### config.mk
export PLATFORM = sky130hd
export DESIGN_NAME = fixed_block_free_list_core
export DESIGN_NICKNAME = d
export VERILOG_FILES = /design/src/design/fbfl_pkg.sv /design/src/design/fbfl_link_mem.sv /design/src/design/fbfl_ctrl.sv /design/src/design/fbfl_out_stage.sv /design/src/design/fixed_block_free_list_core.sv
export SDC_FILE = /design/constraint.sdc
export NUM_CORES = 2
export LEC_CHECK = 0
export BUFFER_PORTS_ARGS = -buffer_cell sky130_fd_sc_hd__buf_2
export CELL_PAD_IN_SITES_DETAIL_PLACEMENT = 1
export CELL_PAD_IN_SITES_GLOBAL_PLACEMENT = 2
export CORE_MARGIN = 2
export CORE_UTILIZATION = 50
export CTS_CLUSTER_SIZE = 28
export DETAILED_ROUTE_END_ITERATION = 8
export GPL_ROUTABILITY_DRIVEN = 0
export PLACE_DENSITY_LB_ADDON = 0.1
export SYNTH_ARGS = -nofsm -noshare
export SYNTH_HDL_FRONTEND = slang
export SYNTH_SLANG_ARGS = --single-unit
### constraint.sdc
create_clock -name clk -period 42.7 [get_ports clk]
set_input_delay 2.135 -clock clk [delete_from_list [all_inputs] [get_ports clk]]
set_output_delay 2.135 -clock clk [all_outputs]
set_load 0.05 [all_outputs]
### src/design/fbfl_pkg.sv
`timescale 1ns / 1ps
package fbfl_pkg;

	// Default pool size, one index past the last block is the null link
	localparam int MAX_BLOCKS_DEF = 256;

	// Fixed field widths
	localparam int IDX_W    = 8;
	localparam int CNT_W    = 9;
	localparam int ACT_W    = 2;
	localparam int IN_USR_W = ACT_W + 1;
	localparam int OUT_DW   = 24;

	// Free counter saturation value
	localparam logic [CNT_W-1:0] COUNT_MAX = 9'd511;

	// Action codes; code three is unused and rejected
	typedef enum logic [ACT_W-1:0] {
		ACT_ALLOC = 2'd0,
		ACT_FREE  = 2'd1,
		ACT_INIT  = 2'd2
	} action_t;

	// One result item
	typedef struct packed {
		logic [IDX_W-1:0] granted_index;
		logic             ok;
		logic [CNT_W-1:0] free_count;
	} res_t;

endpackage

### src/design/fbfl_link_mem.sv
`timescale 1ns / 1ps
module fbfl_link_mem #(
	parameter int MAX_BLOCKS = fbfl_pkg::MAX_BLOCKS_DEF,
	parameter int AW = $clog2(MAX_BLOCKS),
	parameter int LW = $clog2(MAX_BLOCKS + 1)
) (
	input  logic          clk,
	input  logic          we,
	input  logic [AW-1:0] waddr,
	input  logic [LW-1:0] wdata,
	input  logic [AW-1:0] raddr,
	output logic [LW-1:0] rdata
);

	logic [LW-1:0] mem [MAX_BLOCKS];
	logic [LW-1:0] rdata_q;

	// Write one link per cycle
	always_ff @(posedge clk) begin
		if (we) begin
			mem[waddr] <= wdata;
		end
	end

	// Registered read
	always_ff @(posedge clk) begin
		rdata_q <= mem[raddr];
	end

	assign rdata = rdata_q;

endmodule

### src/design/fbfl_ctrl.sv
`timescale 1ns / 1ps
module fbfl_ctrl #(
	parameter int MAX_BLOCKS = fbfl_pkg::MAX_BLOCKS_DEF,
	parameter int AW = $clog2(MAX_BLOCKS),
	parameter int LW = $clog2(MAX_BLOCKS + 1),
	parameter int XW = (LW > fbfl_pkg::CNT_W) ? LW : fbfl_pkg::CNT_W
) (
	input  logic                         clk,
	input  logic                         arst_n,
	input  logic                         in_valid,
	output logic                         in_ready,
	input  fbfl_pkg::action_t            in_action,
	input  logic [fbfl_pkg::IDX_W-1:0]   in_index,
	input  logic                         in_present,
	input  logic [XW-1:0]                block_count,
	output logic                         mem_we,
	output logic [AW-1:0]                mem_waddr,
	output logic [LW-1:0]                mem_wdata,
	output logic [AW-1:0]                mem_raddr,
	input  logic [LW-1:0]                mem_rdata,
	output logic                         res_valid,
	input  logic                         res_ready,
	output fbfl_pkg::res_t               res
);
	import fbfl_pkg::*;

	typedef enum logic [1:0] {
		ST_IDLE,
		ST_ALLOC,
		ST_INIT
	} state_t;

	localparam logic [XW-1:0] NULL_X = XW'(MAX_BLOCKS);
	localparam logic [LW-1:0] NULL_L = LW'(MAX_BLOCKS);

	state_t           state_q;
	logic [LW-1:0]    head_q;
	logic [CNT_W-1:0] cnt_q;
	logic [AW-1:0]    walk_q;
	logic [AW-1:0]    last_q;
	logic             res_valid_q;
	res_t             res_q;

	logic             accept;
	logic [XW-1:0]    head_x;
	logic [XW-1:0]    idx_x;
	logic             head_null;
	logic             idx_ok;
	logic [XW-1:0]    n_x;
	logic [XW-1:0]    n_done;
	logic [CNT_W-1:0] cnt_inc;
	logic [CNT_W-1:0] cnt_dec;
	logic [CNT_W-1:0] cnt_init;

	assign in_ready = (state_q == ST_IDLE) && (!res_valid_q || res_ready);
	assign accept   = in_valid && in_ready;

	// Decode head, index range and pool size
	always_comb begin
		head_x    = XW'(head_q);
		idx_x     = XW'(in_index);
		head_null = (head_x >= NULL_X);
		idx_ok    = (idx_x < NULL_X);
		if (block_count == '0) begin
			n_x = XW'(1);
		end else if (block_count > NULL_X) begin
			n_x = NULL_X;
		end else begin
			n_x = block_count;
		end
		n_done   = XW'(last_q) + XW'(1);
		cnt_init = (n_done > XW'(COUNT_MAX)) ? COUNT_MAX : n_done[CNT_W-1:0];
		cnt_inc  = (cnt_q == COUNT_MAX) ? cnt_q : cnt_q + CNT_W'(1);
		cnt_dec  = (cnt_q == '0) ? cnt_q : cnt_q - CNT_W'(1);
	end

	// Link memory access: push on free, sweep on init, read at head
	always_comb begin
		mem_we    = 1'b0;
		mem_waddr = idx_x[AW-1:0];
		mem_wdata = head_q;
		if (state_q == ST_INIT) begin
			mem_we    = 1'b1;
			mem_waddr = walk_q;
			mem_wdata = (walk_q == '0) ? NULL_L : LW'(walk_q - AW'(1));
		end else if (accept && in_action == ACT_FREE && in_present && idx_ok) begin
			mem_we = 1'b1;
		end
		mem_raddr = head_q[AW-1:0];
	end

	// Sequence actions and hold the pending result
	always_ff @(posedge clk or negedge arst_n) begin
		if (!arst_n) begin
			state_q     <= ST_IDLE;
			head_q      <= NULL_L;
			cnt_q       <= '0;
			walk_q      <= '0;
			last_q      <= '0;
			res_valid_q <= 1'b0;
		end else begin
			if (res_valid_q && res_ready) begin
				res_valid_q <= 1'b0;
			end
			case (state_q)
				ST_IDLE: begin
					if (accept) begin
						res_q.granted_index <= '0;
						res_q.ok            <= 1'b0;
						res_q.free_count    <= cnt_q;
						case (in_action)
							ACT_ALLOC: begin
								if (head_null) begin
									res_valid_q <= 1'b1;
								end else begin
									state_q <= ST_ALLOC;
								end
							end
							ACT_FREE: begin
								res_valid_q <= 1'b1;
								if (!in_present) begin
									res_q.ok <= 1'b1;
								end else if (idx_ok) begin
									head_q           <= idx_x[LW-1:0];
									cnt_q            <= cnt_inc;
									res_q.ok         <= 1'b1;
									res_q.free_count <= cnt_inc;
								end
							end
							ACT_INIT: begin
								state_q <= ST_INIT;
								walk_q  <= '0;
								last_q  <= AW'(n_x - XW'(1));
							end
							default: begin
								res_valid_q <= 1'b1;
							end
						endcase
					end
				end
				ST_ALLOC: begin
					// Pop: link read of the old head is now valid
					head_q              <= mem_rdata;
					cnt_q               <= cnt_dec;
					res_q.granted_index <= head_x[IDX_W-1:0];
					res_q.ok            <= 1'b1;
					res_q.free_count    <= cnt_dec;
					res_valid_q         <= 1'b1;
					state_q             <= ST_IDLE;
				end
				ST_INIT: begin
					walk_q <= walk_q + AW'(1);
					if (walk_q == last_q) begin
						head_q              <= LW'(last_q);
						cnt_q               <= cnt_init;
						res_q.granted_index <= '0;
						res_q.ok            <= 1'b1;
						res_q.free_count    <= cnt_init;
						res_valid_q         <= 1'b1;
						state_q             <= ST_IDLE;
					end
				end
				default: begin
					state_q <= ST_IDLE;
				end
			endcase
		end
	end

	assign res_valid = res_valid_q;
	assign res       = res_q;

endmodule

### src/design/fbfl_out_stage.sv
`timescale 1ns / 1ps
module fbfl_out_stage (
	input  logic                        clk,
	input  logic                        arst_n,
	input  logic                        in_valid,
	output logic                        in_ready,
	input  fbfl_pkg::res_t              in_res,
	output logic                        m_tvalid,
	input  logic                        m_tready,
	output logic [fbfl_pkg::OUT_DW-1:0] m_tdata,
	output logic                        m_tuser
);
	import fbfl_pkg::*;

	logic valid_q;
	res_t res_q;

	assign in_ready = !valid_q || m_tready;

	// Output register valid
	always_ff @(posedge clk or negedge arst_n) begin
		if (!arst_n) begin
			valid_q <= 1'b0;
		end else if (in_ready) begin
			valid_q <= in_valid;
		end
	end

	// Output register payload
	always_ff @(posedge clk) begin
		if (in_ready && in_valid) begin
			res_q <= in_res;
		end
	end

	assign m_tvalid = valid_q;
	assign m_tdata  = {{(OUT_DW - IDX_W - CNT_W){1'b0}}, res_q.free_count,
		res_q.granted_index};
	assign m_tuser  = res_q.ok;

endmodule

### src/design/fixed_block_free_list_core.sv
`timescale 1ns / 1ps
// Free list manager for a pool of equal-size blocks named by index.
// Input stream: s_tuser selects the action (allocate, free, initialize) and
// whether a free carries a block; s_tdata carries the block index to free.
// Output stream: one transaction per input, with granted index, ok flag and
// the free count after the action.
// Configuration: cfg_valid/cfg_data write the block count used by the next
// initialize; write it only while the block is idle.
// Free and rejected actions need no extra state; allocate waits in ST_ALLOC
// for the link memory read before the head is updated; initialize stays in
// ST_INIT and writes the link memory one entry per cycle.
// No new input is taken until the current action is done; its result passes
// through the controller register and then the output register to m_tvalid.
// Reset leaves an empty list, a zero count and a block count of MAX_BLOCKS;
// the link memory is not cleared and is written before use.
// When the receiver stalls, one finished result waits in the output register
// and one more in the controller; input is held off only after that.
module fixed_block_free_list_core #(
	parameter int MAX_BLOCKS = fbfl_pkg::MAX_BLOCKS_DEF
) (
	input  logic                          clk,
	input  logic                          arst_n,
	input  logic                          s_tvalid,
	output logic                          s_tready,
	input  logic [fbfl_pkg::IDX_W-1:0]    s_tdata,   // [7:0] block_index
	input  logic [fbfl_pkg::IN_USR_W-1:0] s_tuser,   // [1:0] action, [2] block_present
	output logic                          m_tvalid,
	input  logic                          m_tready,
	output logic [fbfl_pkg::OUT_DW-1:0]   m_tdata,   // [7:0] granted_index,
	                                                 // [16:8] free_count, rest zero
	output logic                          m_tuser,   // [0] ok
	input  logic                          cfg_valid,
	output logic                          cfg_ready,
	input  logic [fbfl_pkg::CNT_W-1:0]    cfg_data
);
	import fbfl_pkg::*;

	localparam int AW = $clog2(MAX_BLOCKS);
	localparam int LW = $clog2(MAX_BLOCKS + 1);
	localparam int XW = (LW > CNT_W) ? LW : CNT_W;

	logic [XW-1:0] block_count_q;
	logic          mem_we;
	logic [AW-1:0] mem_waddr;
	logic [LW-1:0] mem_wdata;
	logic [AW-1:0] mem_raddr;
	logic [LW-1:0] mem_rdata;
	logic          res_valid;
	logic          res_ready;
	res_t          res;

	// Block count register, always ready
	assign cfg_ready = 1'b1;

	always_ff @(posedge clk or negedge arst_n) begin
		if (!arst_n) begin
			block_count_q <= XW'(MAX_BLOCKS);
		end else if (cfg_valid && cfg_ready) begin
			block_count_q <= XW'(cfg_data);
		end
	end

	fbfl_link_mem #(
		.MAX_BLOCKS(MAX_BLOCKS),
		.AW(AW),
		.LW(LW)
	) u_mem (
		.clk(clk),
		.we(mem_we),
		.waddr(mem_waddr),
		.wdata(mem_wdata),
		.raddr(mem_raddr),
		.rdata(mem_rdata)
	);

	fbfl_ctrl #(
		.MAX_BLOCKS(MAX_BLOCKS),
		.AW(AW),
		.LW(LW),
		.XW(XW)
	) u_ctrl (
		.clk(clk),
		.arst_n(arst_n),
		.in_valid(s_tvalid),
		.in_ready(s_tready),
		.in_action(action_t'(s_tuser[ACT_W-1:0])),
		.in_index(s_tdata),
		.in_present(s_tuser[ACT_W]),
		.block_count(block_count_q),
		.mem_we(mem_we),
		.mem_waddr(mem_waddr),
		.mem_wdata(mem_wdata),
		.mem_raddr(mem_raddr),
		.mem_rdata(mem_rdata),
		.res_valid(res_valid),
		.res_ready(res_ready),
		.res(res)
	);

	fbfl_out_stage u_out (
		.clk(clk),
		.arst_n(arst_n),
		.in_valid(res_valid),
		.in_ready(res_ready),
		.in_res(res),
		.m_tvalid(m_tvalid),
		.m_tready(m_tready),
		.m_tdata(m_tdata),
		.m_tuser(m_tuser)
	);

endmodule

==> Word level (Yosys, flattened, before mapping) <==
Memories as Yosys holds them, arrays and structs flattened. A register that Yosys moved wholly into a read port is not among the register bits.
Cells that the tools add are included.
{ "word_totals": {"wordCells": 99, "n_memories": 1, "inputBits": 25, "mem_bits_rw": 2304, "register_bits": 83} }
{ "op_classes": {"order_cmp": 3, "eq_ne": 13, "n_addsub": 6, "n_reduce_logical": 22, "muxes": 40} }
{ "memory_table": {"columns": ["memory", "words", "word_bits", "rd", "rd_ports_with_merged_regs", "write_ports", "line_no", "text"], "rows": [
  ["u_mem.mem", 256, 9, 1, 1, 1, "fbfl_link_mem.sv:15", "logic [LW-1:0] mem [MAX_BLOCKS];"]
]} }
{ "ops": {"columns": ["operator", "count"], "rows": [
  ["2-to-1 mux 9 bit", 13],
  ["one-hot mux 18 bit (3 select lines)", 1],
  ["one-hot mux 9 bit (3 select lines)", 2],
  ["2-to-1 mux 8 bit", 5],
  ["2-to-1 mux 18 bit", 2],
  ["> comparator 9 bit (second input constant)", 2],
  ["zero test 9 bit", 2],
  ["one-hot mux 8 bit (2 select lines)", 1],
  ["AND reduction 4 bit", 3],
  ["2-to-1 mux 10 bit", 1],
  ["adder 8 x 1 -> 9 bit (second input constant)", 1],
  ["adder 9 x 1 -> 9 bit (second input constant)", 1],
  ["== test 9 bit (second input constant)", 1],
  [">= comparator 9 bit (second input constant)", 1],
  ["subtractor 8 x 1 -> 9 bit (second input constant)", 1],
  ["subtractor 9 x 1 -> 9 bit (second input constant)", 1],
  ["adder 8 x 1 -> 8 bit (second input constant)", 1],
  ["== test 8 bit", 1],
  ["zero test 8 bit", 1],
  ["2-to-1 mux 1 bit", 8],
  ["inequality test 2 bit (second input constant)", 4],
  ["one-hot mux 2 bit (2 select lines)", 2],
  ["subtractor 8 x 1 -> 8 bit (second input constant)", 1],
  ["2-to-1 mux 2 bit", 3],
  ["other kinds (14)", 25]
]} }

==> Longest topological paths before layout <==
{ "logic_depth": {"ltp_word": 11, "depth_mapped": 12} }

==> Cells and area by module <==
Synthesis repeated with hierarchy kept, for this count alone.
{ "hier_totals": {"hier_cells": 4753, "hier_area_um2": 94376.8} }
{ "modules_own_cells": {"columns": ["mod", "cells_each", "area_each_um2", "instances"], "rows": [
  ["fbfl_link_mem", 4237, 89278.1, 1],
  ["fbfl_ctrl", 465, 4063.9, 1],
  ["fbfl_out_stage", 30, 650.6, 1],
  ["fixed_block_free_list_core", 21, 384.1, 1]
]} }

==> Least setup slack after synthesis <==
Ideal clock, no wire load.
{ "synth_timing": {"path_kind": "register to register", "start": "reg u_ctrl.state_q[0]", "end": "mem u_mem.mem[0][3] (netlist name) (data pin)", "slack_ns": 29.090, "n_path_buf": 4, "setup_ns": 2.189, "stages_incl_launch_ff": 8, "t_arrival_ns": 11.421, "t_required_ns": 40.511, "period_less_slack_ns": 13.610, "path_cell_list": "dfrtp_1 > inv_1 > ha_1 > clkbuf_1 > clkbuf_1 > clkbuf_1 > buf_1 > o21ai_0"} }
{ "synth_via": {"elab_chain_cells": 2} }
{ "synth_rtl": {"columns": ["item", "line_no", "text"], "rows": [
  ["start: declaration", "fbfl_ctrl.sv:36", "state_t state_q;"],
  ["start signal: assignment", "fbfl_ctrl.sv:95", "state_q <= ST_IDLE;"],
  ["start signal: assignment", "fbfl_ctrl.sv:116", "state_q <= ST_ALLOC;"],
  ["start signal: assignment", "fbfl_ctrl.sv:131", "state_q <= ST_INIT;"],
  ["== test 2 bit", "fbfl_ctrl.sv:82", "if (state_q == ST_INIT) begin"],
  ["2-to-1 mux 9 bit", "fbfl_ctrl.sv:82", null],
  ["named net mem_wdata[3]", "fixed_block_free_list_core.sv:45", "logic [LW-1:0] mem_wdata;"],
  ["end: declaration", "fbfl_link_mem.sv:15", null]
]} }
The timed path passes the listed nets, and every way through them passes these cells.

==> impl_metrics.yaml <==
yosys:
  syn_avg_cell_area_um2: 19.8
  ys_ff_latch: 2396
  ys.flop_type: "edfxtp_1"
  yosysSeqAreaShare_pct: 75.9
  synth_edf_count: 2340
  synth_warnings: 0
  async_flop_share_pct: 1.96
  synth_cells: 4760
  syn_area_um2: 94300
  synth_cell_type_count: 74
placed_design:
  io_buffers: 44
  placed_cells: 7117
  place_hpwl_um: 165000
  place_area_um2: 97000
detailed_routing:
  viasPerCell: 6.42
  via_count: 48500
  first_pass_iters: 5
  drtIter0Drc: 5404
  detail-route-antenna-nets: 0
  totalWireLength_um: 271000
  routedWlPerCell_um: 35.8
  drc_errors: 0
hold_path:
  hold_class: "reg -> reg"
clocking:
  postCtsSetupBuffers: 0
  clock_path_buffers: 3
  htreeDepth: 4
  cts_hold_buf: 0
  insertion_delay_ns: 0.90
  cts_tree: "yes"
  numCtsBuffers: 236
  cts-root-buf: "clkbuf_16"
  cts.sinks: 2396
  path_clk_slew_ns: 0.06
  cts_resized: 0
final_layout:
  drive_above_1_share_pct: 20.7
  final_area_um2: 105000
  syn_to_final_growth_pct: 10.9
  final_nets: 4896
  final_cell_mix: "2340 x edfxtp_1, 477 x mux4_2, 324 x nor2_1"
  layout_commonest_cell: "edfxtp_1"
  layoutNonFillerInstCount: 7555
grt:
  overflow: 0
  grt_pass1_vias: 49500
  grt_pass1_wl_um: 388000
  grt.total_usage_pct: 28.6
  antenna_found_initial: 11
  grt_start_max_net_pins: 136
floorplanning:
  fp.dieW_um: 438
  rows: 159
  dieArea_um2: 192000
  ioPinCount: 53
  initial_core_util_pct: 50.3
  die_h_um: 438
  core_area_um2: 188000
sta:
  finalHoldViolCount: 0
  tightest_slew_ns: 1.37
  fin_crit_ns: 6.26
  setup_viol: 0
  finalCritPeriodShare_pct: 14.7
  timing.fmax_ghz: 0.160
  rsz0062_at_grt: "no"
  slew-limit-headroom_pct: 8.58
  setup_tns_ns: 0
  drv_slew: 0
  fin_skew_ns: 0.0689
power_and_ir_drop:
  power_density_nw_per_um2: 71.9
  ir_worst_vdd_uv: 50.9
  leakagePower_nw: 32.6
status:
  outcome: "finished clean"
setup_path:
  criticalPathCategory: "reg -> reg"
  critPathRequiredTime_ns: 43.42
  crit_arrival_ns: 6.98
  critPathCaptureType: "register"
  cp_max_fo: 109
  start_kind: "register"
flow_run:
  max-cap-violations: 0
-- per-stage QoR --
| step | util [%] | setup WS (ns) | power, mW | hold slack [ns] |
|---|---|---|---|---|
| final | 55.8 | 36.44 | 7.52 | 0.419 |
| after global routing | 55.8 | 35.87 | 7.77 | 0.422 |
| after CTS | 55.8 | 36.31 | 7.57 | 0.419 |
| after detailed placement | 51.7 | 36.32 | 5.52 | 0.406 |
| after global placement | 51.7 | 35.99 | 5.50 | 0.402 |
| after floorplan | - | 29.09 | 4.72 | 0.384 |
-- registers in the layout (all words and copies together), names as in the netlist --
signal            count
u_mem.mem          2304
u_ctrl.res           18
u_out.m_tdata        17
block_count_q         9
u_ctrl.cnt_q          9
u_ctrl.head_q         9
u_mem.rdata           9
u_ctrl.last_q         8
u_ctrl.walk_q         8
u_ctrl.state_q        2
u_ctrl.res_valid      1
u_out.m_tuser         1
u_out.m_tvalid        1
-- logic make-up after synthesis --
| family | after synthesis | synth area share (%) |
|---|---|---|
| flip-flops | 2396 | 75.9 |
| multiplexers | 716 | 14.0 |
| AND/OR/NAND/NOR | 674 | 3.18 |
| AO/OA/AOI/OAI | 604 | 4.40 |
| buffers and inverters | 331 | 2.14 |
| XOR/XNOR | 26 | 0.241 |
| adder cells (fa/ha/maj) | 11 | 0.146 |
| other | 2 | 0.00796 |
-- cells in the mapped netlist, drive strengths merged, types with 5 or more instances --
library cell  instances  area, µm²
a211oi               19        148
a21oi               125        626
a221oi               18        158
a22o                 20        175
a22oi               164       1230
a31oi                22        138
a32oi                 7       61.3
and2                 10       62.6
and3                  5       31.3
buf                 155       1360
clkbuf              150        563
dfrtp                45       1130
dfxtp                 9        180
edfxtp             2340      70300
ha                   11        138
inv                  25       93.8
mux2                 19        214
mux2i               220       2200
mux4                477      10700
nand2               150        563
nand2b               15       93.8
nand3                42        210
nand4                13       81.3
nor2                325       1220
nor2b                15       93.8
nor3                 41        205
nor4                 22        150
o211ai                7       52.6
o21a                  6       45.0
o21ai                80        400
o221ai               65        582
o22ai                34        213
o31ai                11       87.6
or2                   9       56.3
xnor2                21        184
xor2                  5       43.8
-- path summary, 6_finish.rpt --
check | start | to | slack, ns | cells past startpoint
min in group asynchronous | arst_n | block_count_q[7]$_DFFE_PN0P_ | 1.41 | 2
worst min register to register | u_ctrl.res[13]$_DFFE_PP_ | u_out.m_tdata[3]$_DFFE_PP_ | 0.42 | 0
worst min-delay path | u_ctrl.res[13]$_DFFE_PP_ | u_out.m_tdata[3]$_DFFE_PP_ | 0.42 | 0
worst max register to register | u_ctrl.head_q[0]$_DFFE_PN0P_ | u_mem.rdata[2]$_DFF_P_ | 36.44 | 9
worst max-delay path | u_ctrl.head_q[0]$_DFFE_PN0P_ | u_mem.rdata[2]$_DFF_P_ | 36.44 | 9
max in group asynchronous | arst_n | u_ctrl.head_q[0]$_DFFE_PN0P_ | 40.71 | 2
-- layout make-up --
cell class / count / area, µm²
clock buffers: 308 / 6260
fillers: 16000 / 83000
clock inverters: 128 / 1390
flip-flops and latches: 2396 / 71600
inverters: 26 / 100
multi-input cells: 2039 / 20900
repair buffers: 161 / 1210
diodes: 2 / 5.00
well taps: 2495 / 3120
-- power breakdown --
| group | internal [mW] | switching [mW] | leakage [nW] | total (mW) |
|---|---|---|---|---|
| logic | 0.678 | 1.62 | 6.90 | 2.30 |
| clock network | 1.17 | 0.899 | 3.72 | 2.07 |
| registers | 3.07 | 0.0846 | 21.9 | 3.15 |
-- worst max-delay path: stages (launching register included) --
cell and delay (ns):
dfrtp_4 0.94, buf_12 0.59, buf_12 0.77, buf_12 0.65
buf_4 0.71, mux4_2 0.59, a221oi_1 0.33, o221ai_1 0.17
nor3_1 0.71, nor4_2 0.12
-- metal layers --
metal	part of all wire (%)	wire [µm]	GRT usage, %
met3	7.4	20000	5.20
met1	42	114000	41.7
met4	3.2	8630	8.75
met5	0.011	29	0
met2	47	128000	44.2
(Power assumes the default switching activity.)
